<file path="src/hw/rtl/wsfu_pkg.sv">
// ----------------------------------------------------------------------------
// WebSocket frame unmasker package
// Shared types, codes and constants for the frame unmasker and its channels.
// ----------------------------------------------------------------------------
`default_nettype none

package wsfu_pkg;

  // Width of one packet byte
  localparam int unsigned BYTE_W = 8;
  // Width of a declared payload length
  localparam int unsigned LEN_W  = 16;
  // Mask key bytes, and the width of a position within the key
  localparam int unsigned KEY_BYTES = 4;
  localparam int unsigned KEY_W     = KEY_BYTES * BYTE_W;
  localparam int unsigned POS_W     = $clog2(KEY_BYTES);

  // Frame marker after reset
  localparam logic [BYTE_W-1:0] FRAME_BYTE_RESET = 8'd129;
  // Seven-bit length codes with special meaning
  localparam logic [6:0] LEN_CODE_EXT16  = 7'd126;
  localparam logic [6:0] LEN_CODE_REJECT = 7'd127;
  // Key position of the last key byte
  localparam logic [POS_W-1:0] KEY_POS_LAST = POS_W'(KEY_BYTES - 1);

  // Header and payload phases, one-hot
  typedef enum logic [7:0] {
    PH_START   = 8'b0000_0001,
    PH_LEN     = 8'b0000_0010,
    PH_EXT_HI  = 8'b0000_0100,
    PH_EXT_LO  = 8'b0000_1000,
    PH_KEY     = 8'b0001_0000,
    PH_PAYLOAD = 8'b0010_0000,
    PH_SKIP    = 8'b0100_0000,
    PH_PASS    = 8'b1000_0000
  } phase_t;

  // Packet close status
  typedef enum logic [1:0] {
    ST_OK     = 2'd0,
    ST_REJECT = 2'd1,
    ST_SHORT  = 2'd2
  } status_t;

endpackage : wsfu_pkg

`default_nettype wire

</file>
<file path="src/hw/rtl/wsfu_if.sv">
// ----------------------------------------------------------------------------
// WebSocket frame unmasker channels
// Valid/ready channels for packet bytes, decoded results and the frame marker.
// ----------------------------------------------------------------------------
`default_nettype none

// Packet byte channel
interface wsfu_in_if;
  logic                           valid;
  logic                           ready;
  logic [wsfu_pkg::BYTE_W-1:0]    packet_byte;
  logic                           packet_end;

  modport source (output valid, output packet_byte, output packet_end, input ready);
  modport sink   (input valid, input packet_byte, input packet_end, output ready);
endinterface : wsfu_in_if

// Decoded result channel
interface wsfu_out_if;
  logic                           valid;
  logic                           ready;
  logic [wsfu_pkg::BYTE_W-1:0]    text_byte;
  logic                           has_byte;
  logic                           message_end;
  wsfu_pkg::status_t              status;

  modport source (output valid, output text_byte, output has_byte, output message_end,
                  output status, input ready);
  modport sink   (input valid, input text_byte, input has_byte, input message_end,
                  input status, output ready);
endinterface : wsfu_out_if

// Frame marker write channel
interface wsfu_cfg_if;
  logic                           valid;
  logic                           ready;
  logic [wsfu_pkg::BYTE_W-1:0]    frame_first_byte;

  modport source (output valid, output frame_first_byte, input ready);
  modport sink   (input valid, input frame_first_byte, output ready);
endinterface : wsfu_cfg_if

`default_nettype wire

</file>
<file path="src/hw/rtl/websocket_frame_unmasker.sv">
// ----------------------------------------------------------------------------
// WebSocket frame unmasker
// Parses a WebSocket header at the start of each packet and unmasks its
// payload, or passes non-frame packets straight through.
// ----------------------------------------------------------------------------
// One packet byte is taken per beat, and the block sustains one byte per clock
// cycle while the result channel does not stall: a byte is held in the input
// register, the header state machine and the key XOR act on it there, and its
// result lands in the output register. The per-packet state (phase, length
// count, key, key position) is updated once per byte, which is what sets the
// one-byte-per-cycle figure. A result beat is produced only for an emitted
// byte or for the last byte of a packet; header bytes, key bytes, bytes beyond
// the declared length and bytes after the first zero byte make none. A packet
// whose first byte is not the frame marker is copied up to its first zero
// byte. The frame marker may be written only while no packet is in flight; it
// resets to 129.
`default_nettype none

module websocket_frame_unmasker (
  input  wire logic  clk,
  input  wire logic  rst_n,
  wsfu_in_if.sink    in_ch,
  wsfu_out_if.source out_ch,
  wsfu_cfg_if.sink   cfg_ch
);

  import wsfu_pkg::*;

  // Configuration
  logic [BYTE_W-1:0] frame_byte_r;

  // Input register
  logic              s1_valid_r;
  logic [BYTE_W-1:0] s1_byte_r;
  logic              s1_end_r;
  logic              s1_adv;

  // Per-packet state
  phase_t            phase_r,   phase_nxt;
  logic              masked_r,  masked_nxt;
  logic [LEN_W-1:0]  dlen_r,    dlen_nxt;
  logic [LEN_W-1:0]  left_r,    left_nxt;
  logic [KEY_W-1:0]  key_r,     key_nxt;
  logic [POS_W-1:0]  pos_r,     pos_nxt;
  logic              stopped_r, stopped_nxt;
  logic              reject_r,  reject_nxt;

  // Step results
  logic              emit;
  logic [BYTE_W-1:0] text;
  logic [BYTE_W-1:0] key_byte;
  logic [BYTE_W-1:0] unmasked;
  status_t           st;

  // Output register
  logic              out_valid_r;
  logic [BYTE_W-1:0] out_text_r;
  logic              out_has_r;
  logic              out_end_r;
  status_t           out_status_r;

  // Marker writes are always taken
  assign cfg_ch.ready = 1'b1;

  always_ff @(posedge clk) begin
    if (!rst_n) begin
      frame_byte_r <= FRAME_BYTE_RESET;
    end else if (cfg_ch.valid) begin
      frame_byte_r <= cfg_ch.frame_first_byte;
    end
  end

  // Advance the input register when the output register can take a beat
  assign s1_adv      = s1_valid_r && (!out_valid_r || out_ch.ready);
  assign in_ch.ready = !s1_valid_r || s1_adv;

  always_ff @(posedge clk) begin
    if (!rst_n) begin
      s1_valid_r <= 1'b0;
    end else if (in_ch.ready) begin
      s1_valid_r <= in_ch.valid;
    end
  end

  always_ff @(posedge clk) begin
    if (in_ch.valid && in_ch.ready) begin
      s1_byte_r <= in_ch.packet_byte;
      s1_end_r  <= in_ch.packet_end;
    end
  end

  // Select the key byte for the current payload position, first key byte on top
  always_comb begin
    case (pos_r)
      2'd0:    key_byte = key_r[31:24];
      2'd1:    key_byte = key_r[23:16];
      2'd2:    key_byte = key_r[15:8];
      2'd3:    key_byte = key_r[7:0];
      default: key_byte = key_r[7:0];
    endcase
  end

  assign unmasked = s1_byte_r ^ key_byte;

  // Header state machine and payload unmasking
  always_comb begin
    phase_nxt   = phase_r;
    masked_nxt  = masked_r;
    dlen_nxt    = dlen_r;
    left_nxt    = left_r;
    key_nxt     = key_r;
    pos_nxt     = pos_r;
    stopped_nxt = stopped_r;
    reject_nxt  = reject_r;
    emit        = 1'b0;
    text        = '0;
    st          = ST_OK;

    case (phase_r)
      PH_START: begin
        if (s1_byte_r == frame_byte_r) begin
          phase_nxt = PH_LEN;
        end else begin
          phase_nxt = PH_PASS;
          if (s1_byte_r == '0) begin
            stopped_nxt = 1'b1;
          end else begin
            emit = 1'b1;
            text = s1_byte_r;
          end
        end
      end
      PH_LEN: begin
        masked_nxt = s1_byte_r[7];
        dlen_nxt   = {{(LEN_W-7){1'b0}}, s1_byte_r[6:0]};
        if (s1_byte_r[6:0] == LEN_CODE_REJECT) begin
          reject_nxt = 1'b1;
          phase_nxt  = PH_SKIP;
        end else if (s1_byte_r[6:0] == LEN_CODE_EXT16) begin
          phase_nxt = PH_EXT_HI;
        end else if (s1_byte_r[7]) begin
          pos_nxt   = '0;
          phase_nxt = PH_KEY;
        end else begin
          left_nxt  = dlen_nxt;
          pos_nxt   = '0;
          phase_nxt = (dlen_nxt == '0) ? PH_SKIP : PH_PAYLOAD;
        end
      end
      PH_EXT_HI: begin
        dlen_nxt  = {s1_byte_r, {(LEN_W-BYTE_W){1'b0}}};
        phase_nxt = PH_EXT_LO;
      end
      PH_EXT_LO: begin
        dlen_nxt = {dlen_r[LEN_W-1:BYTE_W], s1_byte_r};
        pos_nxt  = '0;
        if (masked_r) begin
          phase_nxt = PH_KEY;
        end else begin
          left_nxt  = dlen_nxt;
          phase_nxt = (dlen_nxt == '0) ? PH_SKIP : PH_PAYLOAD;
        end
      end
      PH_KEY: begin
        key_nxt = {key_r[KEY_W-BYTE_W-1:0], s1_byte_r};
        if (pos_r == KEY_POS_LAST) begin
          left_nxt  = dlen_r;
          pos_nxt   = '0;
          phase_nxt = (dlen_r == '0) ? PH_SKIP : PH_PAYLOAD;
        end else begin
          pos_nxt = pos_r + 1'b1;
        end
      end
      PH_PAYLOAD: begin
        pos_nxt  = pos_r + 1'b1;
        left_nxt = left_r - 1'b1;
        if (unmasked == '0) begin
          stopped_nxt = 1'b1;
        end else if (!stopped_r) begin
          emit = 1'b1;
          text = unmasked;
        end
        if (left_r == LEN_W'(1)) begin
          phase_nxt = PH_SKIP;
        end
      end
      PH_PASS: begin
        if (s1_byte_r == '0) begin
          stopped_nxt = 1'b1;
        end else if (!stopped_r) begin
          emit = 1'b1;
          text = s1_byte_r;
        end
      end
      PH_SKIP: begin
        phase_nxt = PH_SKIP;
      end
      default: begin
        phase_nxt = PH_SKIP;
      end
    endcase

    // Close the packet: report its status and drop the per-packet state
    if (s1_end_r) begin
      if (reject_nxt) begin
        st = ST_REJECT;
      end else if (phase_nxt == PH_LEN || phase_nxt == PH_EXT_HI ||
                   phase_nxt == PH_EXT_LO || phase_nxt == PH_KEY ||
                   phase_nxt == PH_PAYLOAD) begin
        st = ST_SHORT;
      end else begin
        st = ST_OK;
      end
      phase_nxt   = PH_START;
      masked_nxt  = 1'b0;
      dlen_nxt    = '0;
      left_nxt    = '0;
      key_nxt     = '0;
      pos_nxt     = '0;
      stopped_nxt = 1'b0;
      reject_nxt  = 1'b0;
    end
  end

  // Hold the packet state, advancing once per byte
  always_ff @(posedge clk) begin
    if (!rst_n) begin
      phase_r   <= PH_START;
      masked_r  <= 1'b0;
      dlen_r    <= '0;
      left_r    <= '0;
      key_r     <= '0;
      pos_r     <= '0;
      stopped_r <= 1'b0;
      reject_r  <= 1'b0;
    end else if (s1_adv) begin
      phase_r   <= phase_nxt;
      masked_r  <= masked_nxt;
      dlen_r    <= dlen_nxt;
      left_r    <= left_nxt;
      key_r     <= key_nxt;
      pos_r     <= pos_nxt;
      stopped_r <= stopped_nxt;
      reject_r  <= reject_nxt;
    end
  end

  // Output register: load a result beat, drop it once taken
  always_ff @(posedge clk) begin
    if (!rst_n) begin
      out_valid_r <= 1'b0;
    end else if (s1_adv) begin
      out_valid_r <= emit || s1_end_r;
    end else if (out_ch.ready) begin
      out_valid_r <= 1'b0;
    end
  end

  always_ff @(posedge clk) begin
    if (s1_adv) begin
      out_text_r   <= text;
      out_has_r    <= emit;
      out_end_r    <= s1_end_r;
      out_status_r <= st;
    end
  end

  assign out_ch.valid       = out_valid_r;
  assign out_ch.text_byte   = out_text_r;
  assign out_ch.has_byte    = out_has_r;
  assign out_ch.message_end = out_end_r;
  assign out_ch.status      = out_status_r;

  // A zero byte never leaves the block
  a_no_zero_byte : assert property (@(posedge clk) disable iff (!rst_n)
    out_valid_r && out_has_r |-> out_text_r != '0)
    else $error("zero byte emitted");

  // A beat carries a byte or closes a packet
  a_beat_has_reason : assert property (@(posedge clk) disable iff (!rst_n)
    out_valid_r |-> out_has_r || out_end_r)
    else $error("empty result beat");

  // Status is reported only on the closing beat
  a_status_at_end : assert property (@(posedge clk) disable iff (!rst_n)
    out_valid_r && !out_end_r |-> out_status_r == ST_OK)
    else $error("status outside packet end");

  // A closing beat leaves the header state back at packet start
  a_restart_after_end : assert property (@(posedge clk) disable iff (!rst_n)
    s1_adv && s1_end_r |=> phase_r == PH_START && !stopped_r && !reject_r)
    else $error("packet state not cleared");

endmodule : websocket_frame_unmasker

`default_nettype wire

</file>
<file path="src/flat_wrapper.sv">
// flat-port wrapper written by rule: the top's interface ports become plain ports
module websocket_frame_unmasker_flat import wsfu_pkg::*;
  (clk, rst_n, in_ch_valid, in_ch_packet_byte, in_ch_packet_end, in_ch_ready, out_ch_valid, out_ch_text_byte, out_ch_has_byte, out_ch_message_end, out_ch_status, out_ch_ready, cfg_ch_valid, cfg_ch_frame_first_byte, cfg_ch_ready);
  wsfu_in_if in_ch_i ();
  wsfu_out_if out_ch_i ();
  wsfu_cfg_if cfg_ch_i ();
  input  wire logic clk;
  input  wire logic rst_n;
  input wire logic [$bits(in_ch_i.valid)-1:0] in_ch_valid;
  input wire logic [$bits(in_ch_i.packet_byte)-1:0] in_ch_packet_byte;
  input wire logic [$bits(in_ch_i.packet_end)-1:0] in_ch_packet_end;
  output wire logic [$bits(in_ch_i.ready)-1:0] in_ch_ready;
  output wire logic [$bits(out_ch_i.valid)-1:0] out_ch_valid;
  output wire logic [$bits(out_ch_i.text_byte)-1:0] out_ch_text_byte;
  output wire logic [$bits(out_ch_i.has_byte)-1:0] out_ch_has_byte;
  output wire logic [$bits(out_ch_i.message_end)-1:0] out_ch_message_end;
  output wire logic [$bits(out_ch_i.status)-1:0] out_ch_status;
  input wire logic [$bits(out_ch_i.ready)-1:0] out_ch_ready;
  input wire logic [$bits(cfg_ch_i.valid)-1:0] cfg_ch_valid;
  input wire logic [$bits(cfg_ch_i.frame_first_byte)-1:0] cfg_ch_frame_first_byte;
  output wire logic [$bits(cfg_ch_i.ready)-1:0] cfg_ch_ready;
  assign in_ch_i.valid = in_ch_valid;
  assign in_ch_i.packet_byte = in_ch_packet_byte;
  assign in_ch_i.packet_end = in_ch_packet_end;
  assign in_ch_ready = in_ch_i.ready;
  assign out_ch_valid = out_ch_i.valid;
  assign out_ch_text_byte = out_ch_i.text_byte;
  assign out_ch_has_byte = out_ch_i.has_byte;
  assign out_ch_message_end = out_ch_i.message_end;
  assign out_ch_status = out_ch_i.status;
  assign out_ch_i.ready = out_ch_ready;
  assign cfg_ch_i.valid = cfg_ch_valid;
  assign cfg_ch_i.frame_first_byte = cfg_ch_frame_first_byte;
  assign cfg_ch_ready = cfg_ch_i.ready;
  websocket_frame_unmasker u_core (.clk(clk), .rst_n(rst_n), .in_ch(in_ch_i), .out_ch(out_ch_i), .cfg_ch(cfg_ch_i));
endmodule
</file>
<file path="config.mk">
export PLATFORM = sky130hd
export DESIGN_NAME = websocket_frame_unmasker_flat
export DESIGN_NICKNAME = d
export VERILOG_FILES = /design/src/hw/rtl/wsfu_pkg.sv /design/src/hw/rtl/wsfu_if.sv /design/src/hw/rtl/websocket_frame_unmasker.sv /design/src/flat_wrapper.sv
export SDC_FILE = /design/constraint.sdc
export NUM_CORES = 1
export LEC_CHECK = 0
export ABC_AREA = 1
export BUFFER_PORTS_ARGS = -buffer_cell sky130_fd_sc_hd__buf_2
export CAP_MARGIN = 5
export CORE_AREA = 3 3 128 130
export CTS_CLUSTER_DIAMETER = 30
export DETAILED_ROUTE_END_ITERATION = 10
export DIE_AREA = 0 0 131 133
export GPL_TIMING_DRIVEN = 1
export PLACE_DENSITY = 0.64
export SLEW_MARGIN = 20
export SYNTH_ARGS = -nofsm -noshare
export SYNTH_HDL_FRONTEND = slang
export SYNTH_SLANG_ARGS = --single-unit
</file>
<file path="constraint.sdc">
create_clock -name clk -period 2.8 [get_ports clk]
set_input_delay 0.14 -clock clk [delete_from_list [all_inputs] [get_ports clk]]
set_output_delay 0.14 -clock clk [all_outputs]
set_load 0.01 [all_outputs]
</file>
==> impl_metrics.env <==
export IMPL_status="finished, final reports clean"
export IMPL_ys_ff_latch=108
export IMPL_worst_path_most_repeated_cell="nand2_1"
export IMPL_synthesis_nets=818
export IMPL_synth_top_area_cell="dfxtp_1"
export IMPL_final_max_slew_viol_count=0
export IMPL_grt_pass1_vias=4996
export IMPL_synth_area_per_cell_um2=7.17
export IMPL_postRouteWirelength_um=15400
export IMPL_die_x_um=131
export IMPL_drive_gt1_frac=0.146
export IMPL_cp_num_buf_inv=2
export IMPL_cap_violations=0
export IMPL_synth_edf_count=21
export IMPL_critPathKind="reg -> reg"
export IMPL_drtIter0Drc=417
export IMPL_io_buffers=35
export IMPL_insertion_delay_ps=360
export IMPL_async_flop_share=0
export IMPL_core_area_mm2=0.0153
export IMPL_gr_total_overflow=0
export IMPL_area_delta_synth_final_pct=14.5
export IMPL_power_density_mw_per_mm2=506
export IMPL_hpwl_um=10500
export IMPL_final_common_cell="nand2_1"
export IMPL_worstPathCellList="inv_1 > ha_1 > inv_1 > or2_2 > nand2_1 > nand2_1 > nand2_1 > nand2_1 > nor2_1 > nand2_1 > nand3_2 > o21ai_0"
export IMPL_syn_area_mm2=0.00566
export IMPL_clock_path_buffers=2
export IMPL_antenna_cells=0
export IMPL_htreeDepth=3
export IMPL_cts_tree="built"
export IMPL_cts_resized=0
export IMPL_setup_viol=0
export IMPL_rsz0062_at_grt="false"
export IMPL_mostFrequentLayoutCells="240 x nand2_1, 87 x dfxtp_1, 86 x a21oi_1"
export IMPL_crit_required_ps=2900
export IMPL_synth_ff_type="dfxtp_1"
export IMPL_startpoint_type="register"
export IMPL_cts_root_buffer="clkbuf_16"
export IMPL_numCtsBuffers=9
export IMPL_vias=5276
export IMPL_wl_per_cell_um=14.8
export IMPL_cts_clk_slew_worst_paths_ps=70
export IMPL_synthCells=790
export IMPL_grt_antenna_before_repair=0
export IMPL_cp_arrival_ps=2540
export IMPL_crit_path_top_delay_cell="ha_1"
export IMPL_critical_path_top_delay_family="simple AND/OR/NAND/NOR gates"
export IMPL_finalNetCount=852
export IMPL_fin_util=0.425
export IMPL_relSlewSlack=0.539
export IMPL_ys_seq_area_frac=0.419
export IMPL_synth_top_area_share=0.308
export IMPL_fmax_ghz=0.410
export IMPL_viasPerCell=5.07
export IMPL_grt_max_degree=39
export IMPL_totalPowerFinal_mw=3.28
export IMPL_p_leak_nw=2.44
export IMPL_ys_types=44
export IMPL_tightest_slew_ps=691
export IMPL_period_share=0.870
export IMPL_worst_setup_path_end_kind="register"
export IMPL_clock_skew_ps=6.70
export IMPL_worstPathMaxFanout=13
export IMPL_min_period_ps=2440
export IMPL_grt_pass1_wl_um=25600
export IMPL_fin_setup_tns_ps=0
export IMPL_place_gp_congestion=0.862
export IMPL_synth_warnings=0
export IMPL_peakVddDrop_mv=0.378
export IMPL_die_area_mm2=0.0174
export IMPL_route_detailed_drc=0
export IMPL_rows=45
export IMPL_max_stage_delay_ps=380
export IMPL_cts_sinks=108
export IMPL_ant_nets=0
export IMPL_synth_area_leaders="dfxtp_1 31%, nand2_1 16%, edfxtp_1 11%, a21oi_1 7.6%, nor2_1 4.2%"
export IMPL_dieHeight_um=133
export IMPL_hold_class="in -> reg"
export IMPL_drt_pass1_iterations=5
export IMPL_hold_viol_final=0
export IMPL_grtUsageTotal=0.185
export IMPL_start_util=0.371
export IMPL_io_pins=37
==> flip-flops by register name, indices dropped and copies added (netlist names) <==
signal                     flops
u_core.key_r                  32
u_core.out_ch.has_byte         1
u_core.phase_r                 8
u_core.s1_end_r                1
u_core.out_ch.text_byte        8
u_core.frame_byte_r            8
u_core.s1_valid_r              1
u_core.s1_byte_r               8
u_core.left_r                 16
u_core.reject_r                1
u_core.out_ch.status           2
u_core.dlen_r                 16
u_core.pos_r                   2
u_core.masked_r                1
u_core.out_ch.valid            1
u_core.stopped_r               1
u_core.out_ch.message_end      1
==> layout make-up <==
cell class | count | area, um2
clock inverters | 6 | 70.1
inverters | 58 | 220
multi-input cells | 583 | 2880
flip-flops and latches | 108 | 2370
clock buffers | 10 | 229
well taps | 211 | 264
repair buffers | 64 | 445
fillers | 1570 | 8770
==> report_power, final <==
part	total [mW]	switching, mW	leakage (nW)	internal [mW]
sequential	1.66	0.0396	0.904	1.62
combinational	0.301	0.192	1.39	0.109
clock	1.32	0.611	0.149	0.705
total	3.28	0.843	2.44	2.44
==> per-stage QoR <==
stage / area [um2] / hold WS [ps] / worst slack [ps] / std cells
detailed placement: 6020 / 318 / 408 / 1008
global placement: 6020 / 319 / 495 / 1008
floorplan: 5660 / 239 / 792 / 790
finish: 6480 / 16.1 / 363 / 1040
global route: 6480 / 24.4 / 141 / 1040
CTS: 6480 / 10.2 / 399 / 1040
==> layer usage <==
metal  routed length (um)  vias to the layer above  part of all wire  GRT usage
met5                    0                        -                 0          0
met4                  283                        0             0.018     0.0600
met3                  981                       27             0.064     0.0493
met2                 6600                      174              0.43      0.266
met1                 7500                     2409              0.49      0.268
li1                     -                     2666                 -          -
==> tightest hold or removal path: cells and delay by family <==
family,cells,cell delay (ps)
AND/OR/NAND/NOR,2,120
buffers and inverters,1,80
==> path summary, 6_finish.rpt <==
path                                                 start                          to  slack, ps  cells past startpoint
worst min register to register            u_core.key_r[31]            u_core.key_r[31]        470                      2
worst max-delay path                       u_core.pos_r[0]  u_core.out_ch.text_byte[7]        360                     12
worst min-delay path            cfg_ch_frame_first_byte[5]      u_core.frame_byte_r[5]         20                      3
worst max register to register             u_core.pos_r[0]  u_core.out_ch.text_byte[7]        360                     12
==> cell usage after synthesis, types with 3 or more instances <==
master	instances
buf_2	6
o21ai_1	3
nor3_1	9
inv_1	50
nand4_1	25
o21ai_0	20
xor2_1	4
nand3_1	41
clkbuf_1	30
ha_1	6
or2_2	10
nor4_1	3
dfxtp_1	87
o21a_1	3
a21oi_2	12
o22ai_1	12
nand2_1	240
nand3_4	3
edfxtp_1	21
nand2_2	16
xnor2_1	9
nor2_1	63
inv_2	6
a21oi_1	86
==> timing repair <==
item / in CTS / in global routing
buffers inserted: 0 / 0
hold endpoints to repair: 16 / 0
hold buffers: 16 / 0
==> cell families (layout without fill, tap and decap cells) <==
group / count (synthesis) / in the layout / share of synthesized area
adder cells (fa/ha/maj): 6 / 6 / 0.0133
buffers and inverters: 99 / 138 / 0.0727
AO/OA/AOI/OAI: 143 / 143 / 0.141
flip-flops: 108 / 108 / 0.419
AND/OR/NAND/NOR: 420 / 420 / 0.333
XOR/XNOR: 13 / 13 / 0.0201
other: 1 / 1 / 0.000662
No activity file was read; power rests on OpenSTA's default activity.
